===== src/rtl/core/ncre_pkg.sv =====
// ----------------------------------------------------------------------------
// ncre_pkg
// Types, codes and constants shared by the neighbor RSSI table modules.
// ----------------------------------------------------------------------------
package ncre_pkg;

  // Request operation codes
  typedef enum logic [1:0] {
    OP_RX    = 2'd0,
    OP_QUERY = 2'd1,
    OP_TICK  = 2'd2,
    OP_NONE  = 2'd3
  } op_t;

  // Configuration register indexes
  typedef enum logic [1:0] {
    REG_HOP   = 2'd0,
    REG_FRESH = 2'd1,
    REG_SWEEP = 2'd2,
    REG_ALPHA = 2'd3
  } reg_t;

  // Register reset values
  localparam logic [31:0] HOP_RESET   = 32'd337254671;
  localparam logic [15:0] FRESH_RESET = 16'd120;
  localparam logic [15:0] SWEEP_RESET = 16'd30;
  localparam logic [6:0]  ALPHA_RESET = 7'd15;

  // Arithmetic constants
  localparam logic [6:0]         ALPHA_MAX  = 7'd100;
  localparam logic signed [7:0]  STALE_RSSI = -8'sd90;
  localparam logic signed [7:0]  MEAN_LOW   = -8'sd82;
  localparam logic signed [7:0]  MEAN_HIGH  = -8'sd62;
  localparam logic [9:0]         COST_LOW   = 10'd128;
  localparam logic [9:0]         COST_HIGH  = 10'd512;
  localparam logic [12:0]        DIV100_MUL = 13'd5243;  // ceil(2^19 / 100)
  localparam int                 DIV100_SH  = 19;
  localparam int                 MEAN_SH    = 20;
  localparam int                 HOP_SLOTS  = 4;

  // One neighbor record
  typedef struct packed {
    logic [63:0] addr;
    logic [31:0] rx_time;
    logic [7:0]  chan;
  } ent_t;

  // Sequencer states
  typedef enum logic [4:0] {
    S_IDLE, S_SR_RD, S_SR_CHK, S_MISS, S_INS, S_HIT,
    S_UPD_RD, S_UPD_MUL, S_UPD_WR, S_SUM_RD, S_SUM_ADD,
    S_MEAN, S_COST, S_RESP, S_TICK, S_SW_RD, S_SW_CHK, S_SW_WR
  } state_t;

  // Controller to datapath
  typedef struct packed {
    logic capture;
    logic ent_clr;
    logic ent_inc;
    logic ent_to_free;
    logic slot_clr;
    logic slot_inc;
    logic chk;
    logic set_full;
    logic ins_wr;
    logic ent_wr;
    logic mul;
    logic upd_wr;
    logic sum_add;
    logic mean;
    logic cost;
    logic load_rsp;
    logic tick;
    logic sw_wr;
  } cmd_t;

  // Datapath to controller
  typedef struct packed {
    op_t  op;
    logic last_ent;
    logic last_slot;
    logic match;
    logic free_ok;
    logic stale;
    logic sweep;
    logic out_busy;
  } sts_t;

  // Cost for a mean in [-82, -63], indexed by mean + 82: 512 - ceil(96d/5)
  function automatic logic [9:0] cost_lut(input logic [4:0] d);
    logic [9:0] c;
    case (d)
      5'd0:    c = 10'd512;
      5'd1:    c = 10'd492;
      5'd2:    c = 10'd473;
      5'd3:    c = 10'd454;
      5'd4:    c = 10'd435;
      5'd5:    c = 10'd416;
      5'd6:    c = 10'd396;
      5'd7:    c = 10'd377;
      5'd8:    c = 10'd358;
      5'd9:    c = 10'd339;
      5'd10:   c = 10'd320;
      5'd11:   c = 10'd300;
      5'd12:   c = 10'd281;
      5'd13:   c = 10'd262;
      5'd14:   c = 10'd243;
      5'd15:   c = 10'd224;
      5'd16:   c = 10'd204;
      5'd17:   c = 10'd185;
      5'd18:   c = 10'd166;
      5'd19:   c = 10'd147;
      default: c = COST_LOW;
    endcase
    return c;
  endfunction

endpackage


===== src/rtl/core/ncre_req_if.sv =====
// ----------------------------------------------------------------------------
// ncre_req_if
// Request channel: operation, neighbor address, sample and channel.
// ----------------------------------------------------------------------------
interface ncre_req_if;
  logic              valid;
  logic              ready;
  logic [1:0]        operation;
  logic [63:0]       link_addr;
  logic signed [7:0] rssi;
  logic [7:0]        channel;

  modport source (output valid, operation, link_addr, rssi, channel, input ready);
  modport sink   (input valid, operation, link_addr, rssi, channel, output ready);
endinterface


===== src/rtl/core/ncre_rsp_if.sv =====
// ----------------------------------------------------------------------------
// ncre_rsp_if
// Response channel: lookup flags, mean RSSI, link cost and last channel.
// ----------------------------------------------------------------------------
interface ncre_rsp_if;
  logic              valid;
  logic              ready;
  logic              found;
  logic              added;
  logic              table_full;
  logic signed [7:0] mean_rssi;
  logic [9:0]        rssi_cost;
  logic [7:0]        last_channel;

  modport source (output valid, found, added, table_full, mean_rssi, rssi_cost,
                  last_channel, input ready);
  modport sink   (input valid, found, added, table_full, mean_rssi, rssi_cost,
                  last_channel, output ready);
endinterface


===== src/rtl/core/ncre_cfg_if.sv =====
// ----------------------------------------------------------------------------
// ncre_cfg_if
// Configuration write channel: register index and write data.
// ----------------------------------------------------------------------------
interface ncre_cfg_if;
  logic        valid;
  logic        ready;
  logic [1:0]  index;
  logic [31:0] data;

  modport source (output valid, index, data, input ready);
  modport sink   (input valid, index, data, output ready);
endinterface


===== src/rtl/core/ncre_ctrl.sv =====
// ----------------------------------------------------------------------------
// ncre_ctrl
// Sequencer: walks the table for lookups and sweeps, steps channel slots.
// ----------------------------------------------------------------------------
module ncre_ctrl (
  input  logic            clk,
  input  logic            rst,
  input  logic            in_valid,
  output logic            in_ready,
  input  ncre_pkg::sts_t  sts,
  output ncre_pkg::cmd_t  cmd
);

  ncre_pkg::state_t state, state_next;

  // State register
  always_ff @(posedge clk) begin
    if (rst) state <= ncre_pkg::S_IDLE;
    else     state <= state_next;
  end

  // Next state and commands
  always_comb begin
    state_next = state;
    cmd        = '0;
    in_ready   = 1'b0;
    case (state)
      ncre_pkg::S_IDLE: begin
        in_ready = 1'b1;
        if (in_valid) begin
          cmd.capture = 1'b1;
          state_next  = ncre_pkg::S_SR_RD;
        end
      end
      // dispatch happens once the request is latched
      ncre_pkg::S_SR_RD: begin
        case (sts.op)
          ncre_pkg::OP_RX, ncre_pkg::OP_QUERY: state_next = ncre_pkg::S_SR_CHK;
          ncre_pkg::OP_TICK:                   state_next = ncre_pkg::S_TICK;
          default:                             state_next = ncre_pkg::S_RESP;
        endcase
      end
      ncre_pkg::S_SR_CHK: begin
        cmd.chk = 1'b1;
        if (sts.match) begin
          state_next = ncre_pkg::S_HIT;
        end else if (sts.last_ent) begin
          state_next = ncre_pkg::S_MISS;
        end else begin
          cmd.ent_inc = 1'b1;
          state_next  = ncre_pkg::S_SR_RD;
        end
      end
      ncre_pkg::S_MISS: begin
        if (sts.op == ncre_pkg::OP_RX && sts.free_ok) begin
          cmd.ent_to_free = 1'b1;
          cmd.slot_clr    = 1'b1;
          state_next      = ncre_pkg::S_INS;
        end else begin
          cmd.set_full = (sts.op == ncre_pkg::OP_RX);
          state_next   = ncre_pkg::S_RESP;
        end
      end
      ncre_pkg::S_INS: begin
        cmd.ins_wr = 1'b1;
        if (sts.last_slot) begin
          cmd.ent_wr = 1'b1;
          state_next = ncre_pkg::S_MEAN;
        end else begin
          cmd.slot_inc = 1'b1;
        end
      end
      ncre_pkg::S_HIT: begin
        cmd.slot_clr = 1'b1;
        state_next   = (sts.op == ncre_pkg::OP_RX) ? ncre_pkg::S_UPD_RD
                                                   : ncre_pkg::S_SUM_RD;
      end
      ncre_pkg::S_UPD_RD:  state_next = ncre_pkg::S_UPD_MUL;
      ncre_pkg::S_UPD_MUL: begin
        cmd.mul    = 1'b1;
        state_next = ncre_pkg::S_UPD_WR;
      end
      ncre_pkg::S_UPD_WR: begin
        cmd.upd_wr = 1'b1;
        if (sts.last_slot) begin
          cmd.ent_wr = 1'b1;
          state_next = ncre_pkg::S_MEAN;
        end else begin
          cmd.slot_inc = 1'b1;
          state_next   = ncre_pkg::S_UPD_RD;
        end
      end
      ncre_pkg::S_SUM_RD:  state_next = ncre_pkg::S_SUM_ADD;
      ncre_pkg::S_SUM_ADD: begin
        cmd.sum_add = 1'b1;
        if (sts.last_slot) begin
          state_next = ncre_pkg::S_MEAN;
        end else begin
          cmd.slot_inc = 1'b1;
          state_next   = ncre_pkg::S_SUM_RD;
        end
      end
      ncre_pkg::S_MEAN: begin
        cmd.mean   = 1'b1;
        state_next = ncre_pkg::S_COST;
      end
      ncre_pkg::S_COST: begin
        cmd.cost   = 1'b1;
        state_next = ncre_pkg::S_RESP;
      end
      ncre_pkg::S_RESP: begin
        if (!sts.out_busy) begin
          cmd.load_rsp = 1'b1;
          state_next   = ncre_pkg::S_IDLE;
        end
      end
      ncre_pkg::S_TICK: begin
        cmd.tick = 1'b1;
        if (sts.sweep) begin
          cmd.ent_clr = 1'b1;
          state_next  = ncre_pkg::S_SW_RD;
        end else begin
          state_next = ncre_pkg::S_RESP;
        end
      end
      ncre_pkg::S_SW_RD: state_next = ncre_pkg::S_SW_CHK;
      ncre_pkg::S_SW_CHK: begin
        if (sts.stale) begin
          cmd.slot_clr = 1'b1;
          state_next   = ncre_pkg::S_SW_WR;
        end else if (sts.last_ent) begin
          state_next = ncre_pkg::S_RESP;
        end else begin
          cmd.ent_inc = 1'b1;
          state_next  = ncre_pkg::S_SW_RD;
        end
      end
      ncre_pkg::S_SW_WR: begin
        cmd.sw_wr = 1'b1;
        if (!sts.last_slot) begin
          cmd.slot_inc = 1'b1;
        end else if (sts.last_ent) begin
          state_next = ncre_pkg::S_RESP;
        end else begin
          cmd.ent_inc = 1'b1;
          state_next  = ncre_pkg::S_SW_RD;
        end
      end
      default: state_next = ncre_pkg::S_IDLE;
    endcase
  end

  // Checks
  a_ready_idle: assert property (@(posedge clk) disable iff (rst)
    in_ready |-> state == ncre_pkg::S_IDLE)
    else $error("ready outside idle");
  a_cap_next: assert property (@(posedge clk) disable iff (rst)
    cmd.capture |=> state == ncre_pkg::S_SR_RD)
    else $error("capture did not start lookup");
  a_load_idle: assert property (@(posedge clk) disable iff (rst)
    cmd.load_rsp |=> state == ncre_pkg::S_IDLE)
    else $error("response load did not return to idle");

endmodule


===== src/rtl/core/ncre_dp.sv =====
// ----------------------------------------------------------------------------
// ncre_dp
// Datapath: neighbor and strength memories, EWMA, mean, cost, time and regs.
// ----------------------------------------------------------------------------
module ncre_dp #(
  parameter int MAX_NEIGHBORS = 16,
  parameter int NUM_CHANNELS  = 4
) (
  input  logic              clk,
  input  logic              rst,
  input  ncre_pkg::cmd_t    cmd,
  output ncre_pkg::sts_t    sts,
  // request payload
  input  logic [1:0]        operation,
  input  logic [63:0]       link_addr,
  input  logic signed [7:0] rssi,
  input  logic [7:0]        channel,
  // response
  output logic              out_valid,
  input  logic              out_ready,
  output logic              found,
  output logic              added,
  output logic              table_full,
  output logic signed [7:0] mean_rssi,
  output logic [9:0]        rssi_cost,
  output logic [7:0]        last_channel,
  // configuration
  input  logic              cfg_valid,
  input  logic [1:0]        cfg_index,
  input  logic [31:0]       cfg_data
);

  localparam int IDXW  = (MAX_NEIGHBORS > 1) ? $clog2(MAX_NEIGHBORS) : 1;
  localparam int SLW   = (NUM_CHANNELS > 1) ? $clog2(NUM_CHANNELS) : 1;
  localparam int SDEP  = MAX_NEIGHBORS * NUM_CHANNELS;
  localparam int SAW   = (SDEP > 1) ? $clog2(SDEP) : 1;
  localparam int SUMW  = 9 + $clog2(NUM_CHANNELS);
  localparam int RECIP = ((1 << ncre_pkg::MEAN_SH) + NUM_CHANNELS - 1) / NUM_CHANNELS;
  localparam int MPW   = SUMW + ncre_pkg::MEAN_SH + 1;

  // Configuration registers
  logic [31:0] hop;
  logic [15:0] fresh_lim;
  logic [15:0] sweep_per;
  logic [6:0]  alpha;

  always_ff @(posedge clk) begin
    if (rst) begin
      hop       <= ncre_pkg::HOP_RESET;
      fresh_lim <= ncre_pkg::FRESH_RESET;
      sweep_per <= ncre_pkg::SWEEP_RESET;
      alpha     <= ncre_pkg::ALPHA_RESET;
    end else if (cfg_valid) begin
      case (ncre_pkg::reg_t'(cfg_index))
        ncre_pkg::REG_HOP:   hop       <= cfg_data;
        ncre_pkg::REG_FRESH: fresh_lim <= cfg_data[15:0];
        ncre_pkg::REG_SWEEP: sweep_per <= cfg_data[15:0];
        ncre_pkg::REG_ALPHA: alpha     <= cfg_data[6:0];
        default: ;
      endcase
    end
  end

  // Latched request
  ncre_pkg::op_t     op_q;
  logic [63:0]       addr_q;
  logic signed [7:0] rssi_q;
  logic [7:0]        ch_q;

  always_ff @(posedge clk) begin
    if (cmd.capture) begin
      op_q   <= ncre_pkg::op_t'(operation);
      addr_q <= link_addr;
      rssi_q <= rssi;
      ch_q   <= channel;
    end
  end

  // Entry and slot pointers
  logic [IDXW-1:0] ent_idx, free_idx;
  logic [SLW-1:0]  slot_idx;
  logic            free_ok, hit_q, added_q, full_q;
  logic [MAX_NEIGHBORS-1:0] valid;
  logic [SAW-1:0]  str_addr;
  logic            last_ent, last_slot;
  logic [31:0]     time_now;

  assign last_ent  = (ent_idx == IDXW'(MAX_NEIGHBORS - 1));
  assign last_slot = (slot_idx == SLW'(NUM_CHANNELS - 1));
  assign str_addr  = SAW'(SAW'(ent_idx) * SAW'(NUM_CHANNELS)) + SAW'(slot_idx);

  // Entry memory
  ncre_pkg::ent_t ent_mem [MAX_NEIGHBORS];
  ncre_pkg::ent_t ent_rd;

  always_ff @(posedge clk) begin
    if (cmd.ent_wr) ent_mem[ent_idx] <= '{addr: addr_q, rx_time: time_now, chan: ch_q};
    ent_rd <= ent_mem[ent_idx];
  end

  // Strength memory
  logic signed [7:0] str_mem [SDEP];
  logic signed [7:0] str_rd;
  logic signed [7:0] str_wdata;
  logic              str_we;

  always_ff @(posedge clk) begin
    if (str_we) str_mem[str_addr] <= str_wdata;
    str_rd <= str_mem[str_addr];
  end

  // Search status
  logic match;
  assign match = valid[ent_idx] && (ent_rd.addr == addr_q);

  // Time base and sweep counter
  logic [15:0] sweep_cnt, sweep_inc;
  logic        sweep_now, stale;

  assign sweep_inc = sweep_cnt + 16'd1;
  assign sweep_now = (sweep_inc >= sweep_per);
  assign stale     = valid[ent_idx] && ((time_now - ent_rd.rx_time) > {16'd0, fresh_lim});

  always_ff @(posedge clk) begin
    if (rst) begin
      time_now  <= '0;
      sweep_cnt <= '0;
    end else if (cmd.tick) begin
      time_now  <= time_now + 32'd1;
      sweep_cnt <= sweep_now ? 16'd0 : sweep_inc;
    end
  end

  // EWMA: (old*(100-a) + sample*a) / 100, truncated toward zero
  logic [6:0]         a_sat, a_inv;
  logic signed [15:0] p_old, p_new, prod;
  logic [15:0]        pmag;
  logic [28:0]        qfull;
  logic [7:0]         q8;
  logic signed [7:0]  ewma_v;
  logic [2:0]         slot3;
  logic               slot_hit;

  assign a_sat = (alpha > ncre_pkg::ALPHA_MAX) ? ncre_pkg::ALPHA_MAX : alpha;
  assign a_inv = ncre_pkg::ALPHA_MAX - a_sat;
  assign p_old = 16'(str_rd) * 16'(signed'({1'b0, a_inv}));
  assign p_new = 16'(rssi_q) * 16'(signed'({1'b0, a_sat}));

  always_ff @(posedge clk) begin
    if (cmd.mul) prod <= p_old + p_new;
  end

  assign pmag   = prod[15] ? 16'(-prod) : 16'(prod);
  assign qfull  = 29'(pmag[13:0]) * 29'(ncre_pkg::DIV100_MUL);
  assign q8     = qfull[ncre_pkg::DIV100_SH +: 8];
  assign ewma_v = prod[15] ? signed'(8'(-q8)) : signed'(q8);

  // slot matches the receive channel only within the hop register
  assign slot3    = 3'(slot_idx);
  assign slot_hit = (slot3 < 3'(ncre_pkg::HOP_SLOTS)) &&
                    (hop[{slot3[1:0], 3'b000} +: 8] == ch_q);

  // Strength write port
  always_comb begin
    str_we    = 1'b0;
    str_wdata = rssi_q;
    if (cmd.ins_wr) begin
      str_we = 1'b1;
    end else if (cmd.upd_wr) begin
      str_we    = slot_hit;
      str_wdata = ewma_v;
    end else if (cmd.sw_wr) begin
      str_we    = 1'b1;
      str_wdata = ncre_pkg::STALE_RSSI;
    end
  end

  // Slot sum
  logic signed [SUMW-1:0] acc;

  always_ff @(posedge clk) begin
    if (cmd.capture || cmd.slot_clr) acc <= '0;
    else if (cmd.ins_wr)             acc <= acc + SUMW'(rssi_q);
    else if (cmd.upd_wr)             acc <= acc + SUMW'(slot_hit ? ewma_v : str_rd);
    else if (cmd.sum_add)            acc <= acc + SUMW'(str_rd);
  end

  // Mean: sum / NUM_CHANNELS by reciprocal, truncated toward zero
  logic [SUMW-1:0]   amag;
  logic [MPW-1:0]    mprod;
  logic [7:0]        mq;
  logic signed [7:0] mean_q;
  logic [9:0]        cost_q;
  logic signed [7:0] mdiff;

  assign amag  = acc[SUMW-1] ? SUMW'(-acc) : SUMW'(acc);
  assign mprod = MPW'(amag) * MPW'(RECIP);
  assign mq    = mprod[ncre_pkg::MEAN_SH +: 8];
  assign mdiff = mean_q - ncre_pkg::MEAN_LOW;

  always_ff @(posedge clk) begin
    if (cmd.mean) mean_q <= acc[SUMW-1] ? signed'(8'(-mq)) : signed'(mq);
    if (cmd.cost) begin
      if (mean_q < ncre_pkg::MEAN_LOW)       cost_q <= ncre_pkg::COST_HIGH;
      else if (mean_q >= ncre_pkg::MEAN_HIGH) cost_q <= ncre_pkg::COST_LOW;
      else                                    cost_q <= ncre_pkg::cost_lut(mdiff[4:0]);
    end
  end

  // Pointers, flags and valid bits
  logic [7:0] lastch;

  always_ff @(posedge clk) begin
    if (rst) begin
      valid   <= '0;
      ent_idx <= '0;
      hit_q   <= 1'b0;
      added_q <= 1'b0;
      full_q  <= 1'b0;
      free_ok <= 1'b0;
    end else begin
      if (cmd.capture) begin
        ent_idx <= '0;
        hit_q   <= 1'b0;
        added_q <= 1'b0;
        full_q  <= 1'b0;
        free_ok <= 1'b0;
      end
      if (cmd.ent_clr) ent_idx <= '0;
      if (cmd.ent_inc) ent_idx <= ent_idx + IDXW'(1);
      if (cmd.chk) begin
        if (match) hit_q <= 1'b1;
        if (!valid[ent_idx] && !free_ok) begin
          free_ok  <= 1'b1;
          free_idx <= ent_idx;
        end
      end
      if (cmd.ent_to_free) begin
        ent_idx <= free_idx;
        added_q <= 1'b1;
      end
      if (cmd.set_full) full_q <= 1'b1;
      if (cmd.ent_wr) valid[ent_idx] <= 1'b1;
    end
  end

  always_ff @(posedge clk) begin
    if (cmd.capture || cmd.slot_clr) slot_idx <= '0;
    else if (cmd.slot_inc)           slot_idx <= slot_idx + SLW'(1);
    if (cmd.chk && match) lastch <= ent_rd.chan;
    else if (cmd.ent_wr)  lastch <= ch_q;
  end

  // Response register
  logic rep;
  assign rep = hit_q | added_q;

  always_ff @(posedge clk) begin
    if (rst) begin
      out_valid <= 1'b0;
    end else if (cmd.load_rsp) begin
      out_valid <= 1'b1;
    end else if (out_ready) begin
      out_valid <= 1'b0;
    end
    if (cmd.load_rsp) begin
      found        <= hit_q;
      added        <= added_q;
      table_full   <= full_q;
      mean_rssi    <= rep ? mean_q : 8'sd0;
      rssi_cost    <= rep ? cost_q : 10'd0;
      last_channel <= rep ? lastch : 8'd0;
    end
  end

  // Status
  assign sts.op        = op_q;
  assign sts.last_ent  = last_ent;
  assign sts.last_slot = last_slot;
  assign sts.match     = match;
  assign sts.free_ok   = free_ok;
  assign sts.stale     = stale;
  assign sts.sweep     = sweep_now;
  assign sts.out_busy  = out_valid && !out_ready;

  // Checks
  a_flags_excl: assert property (@(posedge clk) disable iff (rst)
    out_valid |-> !(found && added) && !(table_full && (found || added)))
    else $error("conflicting lookup flags");
  a_cost_range: assert property (@(posedge clk) disable iff (rst)
    out_valid && (found || added) |-> rssi_cost >= ncre_pkg::COST_LOW &&
                                      rssi_cost <= ncre_pkg::COST_HIGH)
    else $error("cost out of range");
  a_valid_set: assert property (@(posedge clk) disable iff (rst)
    cmd.ent_wr |=> valid[$past(ent_idx)])
    else $error("written entry not valid");
  a_full_none: assert property (@(posedge clk) disable iff (rst)
    cmd.set_full |-> !free_ok)
    else $error("drop with a free entry");

endmodule


===== src/rtl/core/neighbor_channel_rssi_ewma_table.sv =====
// ----------------------------------------------------------------------------
// neighbor_channel_rssi_ewma_table
// Per-neighbor RSSI table with per-channel EWMA, staleness sweep and cost.
// ----------------------------------------------------------------------------
// One request is handled at a time. A receive or query scans the table
// entry by entry until the address matches and branches on the hit or
// miss. It then inserts a new neighbor slot by slot, blends a known
// neighbor slot by slot (read, multiply, write) or sums the slots for a
// query, then computes mean and cost before the response; a miss with no
// insertion goes straight to the response. A tick advances the time base,
// and a sweep tick also scans every entry and rewrites each stale entry's
// slots; the scan reads the single-port neighbor memory one entry at a time.
// The response sits in an output register, so a slow consumer only stalls
// the next response load. Configuration writes are always accepted and must
// be made while no request is in flight. No clearing pass follows reset.
module neighbor_channel_rssi_ewma_table #(
  parameter int MAX_NEIGHBORS = 16,
  parameter int NUM_CHANNELS  = 4
) (
  input logic       clk,
  input logic       rst,
  ncre_req_if.sink  req,
  ncre_rsp_if.source rsp,
  ncre_cfg_if.sink  cfg
);

  ncre_pkg::cmd_t cmd;
  ncre_pkg::sts_t sts;

  assign cfg.ready = 1'b1;

  ncre_ctrl u_ctrl (
    .clk      (clk),
    .rst      (rst),
    .in_valid (req.valid),
    .in_ready (req.ready),
    .sts      (sts),
    .cmd      (cmd)
  );

  ncre_dp #(
    .MAX_NEIGHBORS (MAX_NEIGHBORS),
    .NUM_CHANNELS  (NUM_CHANNELS)
  ) u_dp (
    .clk          (clk),
    .rst          (rst),
    .cmd          (cmd),
    .sts          (sts),
    .operation    (req.operation),
    .link_addr    (req.link_addr),
    .rssi         (req.rssi),
    .channel      (req.channel),
    .out_valid    (rsp.valid),
    .out_ready    (rsp.ready),
    .found        (rsp.found),
    .added        (rsp.added),
    .table_full   (rsp.table_full),
    .mean_rssi    (rsp.mean_rssi),
    .rssi_cost    (rsp.rssi_cost),
    .last_channel (rsp.last_channel),
    .cfg_valid    (cfg.valid),
    .cfg_index    (cfg.index),
    .cfg_data     (cfg.data)
  );

endmodule


===== src/flat_wrapper.sv =====
// flat-port wrapper written by rule: the top's interface ports become plain ports
module neighbor_channel_rssi_ewma_table_flat 
#(
  parameter int MAX_NEIGHBORS = 16,
  parameter int NUM_CHANNELS  = 4
)
  (clk, rst, req_valid, req_operation, req_link_addr, req_rssi, req_channel, req_ready, rsp_valid, rsp_found, rsp_added, rsp_table_full, rsp_mean_rssi, rsp_rssi_cost, rsp_last_channel, rsp_ready, cfg_valid, cfg_index, cfg_data, cfg_ready);
  ncre_req_if req_i ();
  ncre_rsp_if rsp_i ();
  ncre_cfg_if cfg_i ();
  input logic clk;
  input logic rst;
  input wire logic [$bits(req_i.valid)-1:0] req_valid;
  input wire logic [$bits(req_i.operation)-1:0] req_operation;
  input wire logic [$bits(req_i.link_addr)-1:0] req_link_addr;
  input wire logic [$bits(req_i.rssi)-1:0] req_rssi;
  input wire logic [$bits(req_i.channel)-1:0] req_channel;
  output wire logic [$bits(req_i.ready)-1:0] req_ready;
  output wire logic [$bits(rsp_i.valid)-1:0] rsp_valid;
  output wire logic [$bits(rsp_i.found)-1:0] rsp_found;
  output wire logic [$bits(rsp_i.added)-1:0] rsp_added;
  output wire logic [$bits(rsp_i.table_full)-1:0] rsp_table_full;
  output wire logic [$bits(rsp_i.mean_rssi)-1:0] rsp_mean_rssi;
  output wire logic [$bits(rsp_i.rssi_cost)-1:0] rsp_rssi_cost;
  output wire logic [$bits(rsp_i.last_channel)-1:0] rsp_last_channel;
  input wire logic [$bits(rsp_i.ready)-1:0] rsp_ready;
  input wire logic [$bits(cfg_i.valid)-1:0] cfg_valid;
  input wire logic [$bits(cfg_i.index)-1:0] cfg_index;
  input wire logic [$bits(cfg_i.data)-1:0] cfg_data;
  output wire logic [$bits(cfg_i.ready)-1:0] cfg_ready;
  assign req_i.valid = req_valid;
  assign req_i.operation = req_operation;
  assign req_i.link_addr = req_link_addr;
  assign req_i.rssi = req_rssi;
  assign req_i.channel = req_channel;
  assign req_ready = req_i.ready;
  assign rsp_valid = rsp_i.valid;
  assign rsp_found = rsp_i.found;
  assign rsp_added = rsp_i.added;
  assign rsp_table_full = rsp_i.table_full;
  assign rsp_mean_rssi = rsp_i.mean_rssi;
  assign rsp_rssi_cost = rsp_i.rssi_cost;
  assign rsp_last_channel = rsp_i.last_channel;
  assign rsp_i.ready = rsp_ready;
  assign cfg_i.valid = cfg_valid;
  assign cfg_i.index = cfg_index;
  assign cfg_i.data = cfg_data;
  assign cfg_ready = cfg_i.ready;
  neighbor_channel_rssi_ewma_table #(.MAX_NEIGHBORS(MAX_NEIGHBORS), .NUM_CHANNELS(NUM_CHANNELS)) u_core (.clk(clk), .rst(rst), .req(req_i), .rsp(rsp_i), .cfg(cfg_i));
endmodule

===== config.mk =====
export PLATFORM = sky130hd
export DESIGN_NAME = neighbor_channel_rssi_ewma_table_flat
export DESIGN_NICKNAME = d
export VERILOG_FILES = /design/src/rtl/core/ncre_pkg.sv /design/src/rtl/core/ncre_req_if.sv /design/src/rtl/core/ncre_rsp_if.sv /design/src/rtl/core/ncre_cfg_if.sv /design/src/rtl/core/ncre_ctrl.sv /design/src/rtl/core/ncre_dp.sv /design/src/rtl/core/neighbor_channel_rssi_ewma_table.sv /design/src/flat_wrapper.sv
export SDC_FILE = /design/constraint.sdc
export NUM_CORES = 2
export LEC_CHECK = 0
export BUFFER_PORTS_ARGS = -buffer_cell sky130_fd_sc_hd__buf_2
export CAP_MARGIN = 40
export CORE_ASPECT_RATIO = 0.6
export CORE_MARGIN = 5
export CORE_UTILIZATION = 31
export CTS_CLUSTER_DIAMETER = 150
export DETAILED_ROUTE_END_ITERATION = 12
export GPL_TIMING_DRIVEN = 0
export SLEW_MARGIN = 25
export SYNTH_ARGS = -nofsm -noshare
export SYNTH_HDL_FRONTEND = slang
export SYNTH_SLANG_ARGS = --single-unit

===== constraint.sdc =====
create_clock -name clk -period 17 [get_ports clk]
set_input_delay 4.25 -clock clk [delete_from_list [all_inputs] [get_ports clk]]
set_output_delay 4.25 -clock clk [all_outputs]
set_load 0.02 [all_outputs]

==> impl_metrics.toml <==
[setup_path]
criticalPathCategory = "reg2reg"
crit_path_start_kind = "flip-flop"
reg2reg_setup_slack_ps = 5590
crit_fanout = 6
slowest_stage = "o21ai_0"
path_buf_inv = 6
max_stage_delay_ps = 630
required_ps = 17720
cp-end-kind = "flip-flop"
critical_path_arrival_ps = 12130
path_delay_family = "compound AO/OA/AOI/OAI gates"

[timing]
max_slew_margin_pct = 36.35
final-setup-viol-count = 0
finalMaxSlewViolations = 0
post-route-period-util_pct = 67.11
worst_pin_slew_ps = 952.7
max_freq_ghz = 0.08765
skew_ps = 125.9
rsz0062_at_grt = "no"
setup_tns_ps = 0
timing.hold.ws_ps = 444.8
final-hold-violation-count = 0
finalCriticalPeriod_ps = 11410

[global_routing]
grt_max_degree = 65
grt_pass1_wl_um = 463400
antenna_found_initial = 37
track_usage_pct = 17.55
grt_pass1_vias = 61810
grt-ovfl-total = 0

[logic_synthesis]
netlist_area_um2 = 109200
syn-num-nets = 7168
syn_area_per_cell_um2 = 16.49
synthFlopType = "edfxtp_1"
ys_seq_elements = 2604
async_flop_share_pct = 0
ys_seq_area_share_pct = 69.12
synth-edff-count = 2330
synth_cell_types = 85
ys_warn_count = 0
syn_inst = 6621

[clock_network]
ctsHoldBuffers = 0
cts_made_buffers = 220
cts_tree = "yes"
cts.htree.levels = 4
clk_pin_slew_ps = 80
ctsResizeCount = 0
post_cts_buffers = 0
cts_sinks = 2604
root_buffer = "clkbuf_16"
cts_max_path_buffers = 4
clock_latency_ps = 920

[flow_run]
drv_cap = 0

[detailed_routing]
drt-initial-drc-count = 9048
drc = 0
wl_per_cell_um = 27.08
vias = 64730
viasPerCell = 5.301
drt_first_pass_iters = 6
ant_nets = 0
wl_um = 330700

[worst_hold_path]
hold_path_class = "reg2reg"

[cells_and_area]
multiInputGateArea_um2 = 31360
fillers = 32280
final_cells = 12210
drive_gt1_share_pct = 18.37
area_growth_pct = 18.06
regArea_um2 = 75450
nNetsFinal = 7893

[place]
portBuffers = 150
gp_congestion = 0.9119
hpwl_um = 239400
dp.cells = 11740

[pwr]
p_leak_nw = 43.01
design_power_total_mw = 26.38
peakVddDrop_mv = 0.6811
power.density_cell_area_nw_per_um2 = 204.7

[floorplan]
coreArea_um2 = 350000
die_w_um = 776.1
start_util_pct = 31.19
dieArea_um2 = 364500
ios = 153
fp-row-count = 168
die_h_um = 469.7

[run_status]
status = "finished clean"
-- synth_stat cells (177+ instances only) --
| cell | number | share of area (%) |
|---|---|---|
| a22oi_1 | 180 | 1.2 |
| ha_1 | 249 | 2.9 |
| clkbuf_1 | 229 | 0.79 |
| fa_1 | 177 | 3.2 |
| a21oi_1 | 190 | 0.87 |
| nor2_1 | 287 | 0.99 |
| mux2i_1 | 230 | 2.1 |
| nand2_1 | 456 | 1.6 |
| dfxtp_1 | 274 | 5.0 |
| inv_1 | 369 | 1.3 |
| edfxtp_1 | 2330 | 64 |
| mux4_2 | 384 | 7.9 |
-- state kept, by name (all words and copies together), names as in the netlist, 11 cells and up --
name and count:
u_core.u_dp.acc 11, u_core.u_dp.addr_q 64, u_core.u_dp.ent_mem 1664, u_core.u_dp.ent_rd 104, u_core.u_dp.fresh_lim 16, u_core.u_dp.hop 32, u_core.u_dp.prod 15, u_core.u_dp.str_mem 512
u_core.u_dp.sweep_cnt 16, u_core.u_dp.sweep_per 16, u_core.u_dp.time_now 32, u_core.u_dp.valid 16
-- cells by family (layout without fill, tap and decap cells) --
group / count (synthesis) / count (layout) / share of synthesized area [%]
buf+inv: 680 / 1586 / 2.374
fa+ha+maj: 426 / 426 / 6.100
compound gates: 929 / 929 / 5.770
flops: 2604 / 2604 / 69.12
mux: 625 / 625 / 10.14
simple gates: 1153 / 1153 / 4.862
xor+xnor: 203 / 203 / 1.629
other cells: 1 / 10 / 0.003435
-- routing by layer --
layer,vias up,part of all wire (%),wire length [µm],GRT usage (%)
li1,26980,-,-,-
met2,4114,39,130600,23.25
met4,6,2.0,6627,3.380
met3,442,14,45880,6.003
met5,-,0.033,108,0.1697
met1,33190,45,147500,27.40
-- layout make-up --
type	instances	share of cell area, %
clock buffers	281	4.663
inverters	373	1.092
plain buffers	307	0.9951
well taps	4675	4.539
repair buffers	503	4.809
clock inverters	122	1.007
multi-input cells	3337	24.33
flip-flops and latches	2604	58.54
diodes	9	0.01747
-- per-stage QoR --
stage | worst slack (ps) | utilization (%) | instance area (µm²)
6_report | 5590 | 36.82 | 128900
5_1_grt | 5028 | 36.82 | 128900
4_1_cts | 5853 | 36.67 | 128300
3_5_place_dp | 5903 | 34.58 | 121000
3_3_place_gp | 1715 | 33.08 | 115800
2_1_floorplan | 6865 | - | 109200
-- power by group --
part | internal [mW] | leakage [nW] | switching, mW
clock network | 2.87 | 3.55 | 2.36
registers | 7.97 | 23.4 | 0.386
logic | 5.22 | 16.1 | 7.57
-- final timing paths --
path / start / to / cells after the start
setup / recovery: u_core.u_dp.prod[0]$_DFFE_PP_ / u_core.u_dp.acc[10]$_SDFFE_PP0P_ / 41
hold / removal: u_core.u_dp.ent_idx[2]$_SDFFE_PP0P_ / u_core.u_dp.free_idx[2]$_DFFE_PP_ / 0
hold reg to reg: u_core.u_dp.ent_idx[2]$_SDFFE_PP0P_ / u_core.u_dp.free_idx[2]$_DFFE_PP_ / 0
setup reg to reg: u_core.u_dp.prod[0]$_DFFE_PP_ / u_core.u_dp.acc[10]$_SDFFE_PP0P_ / 41
-- layout by cell type (no fill, tap or decap), drive strengths merged, types with 24 or more instances in the layout --
cell / instances
a211o: 34
a221oi: 46
ha: 249
xnor2: 112
clkinv: 76
inv: 377
fa: 177
and2: 72
mux2i: 230
o22ai: 110
nand2: 456
nand4: 41
nand3: 70
bufinv: 24
nor4: 27
xor2: 91
o211ai: 25
nor2b: 38
a21o: 24
mux4: 384
a21oi: 191
dfxtp: 274
edfxtp: 2330
a31oi: 45
nor2: 288
o21ai: 114
buf: 564
nor3: 37
clkbuf: 525
a22oi: 180
and3: 36
a22o: 42
Note: power is estimated with default switching activity, not from simulation.
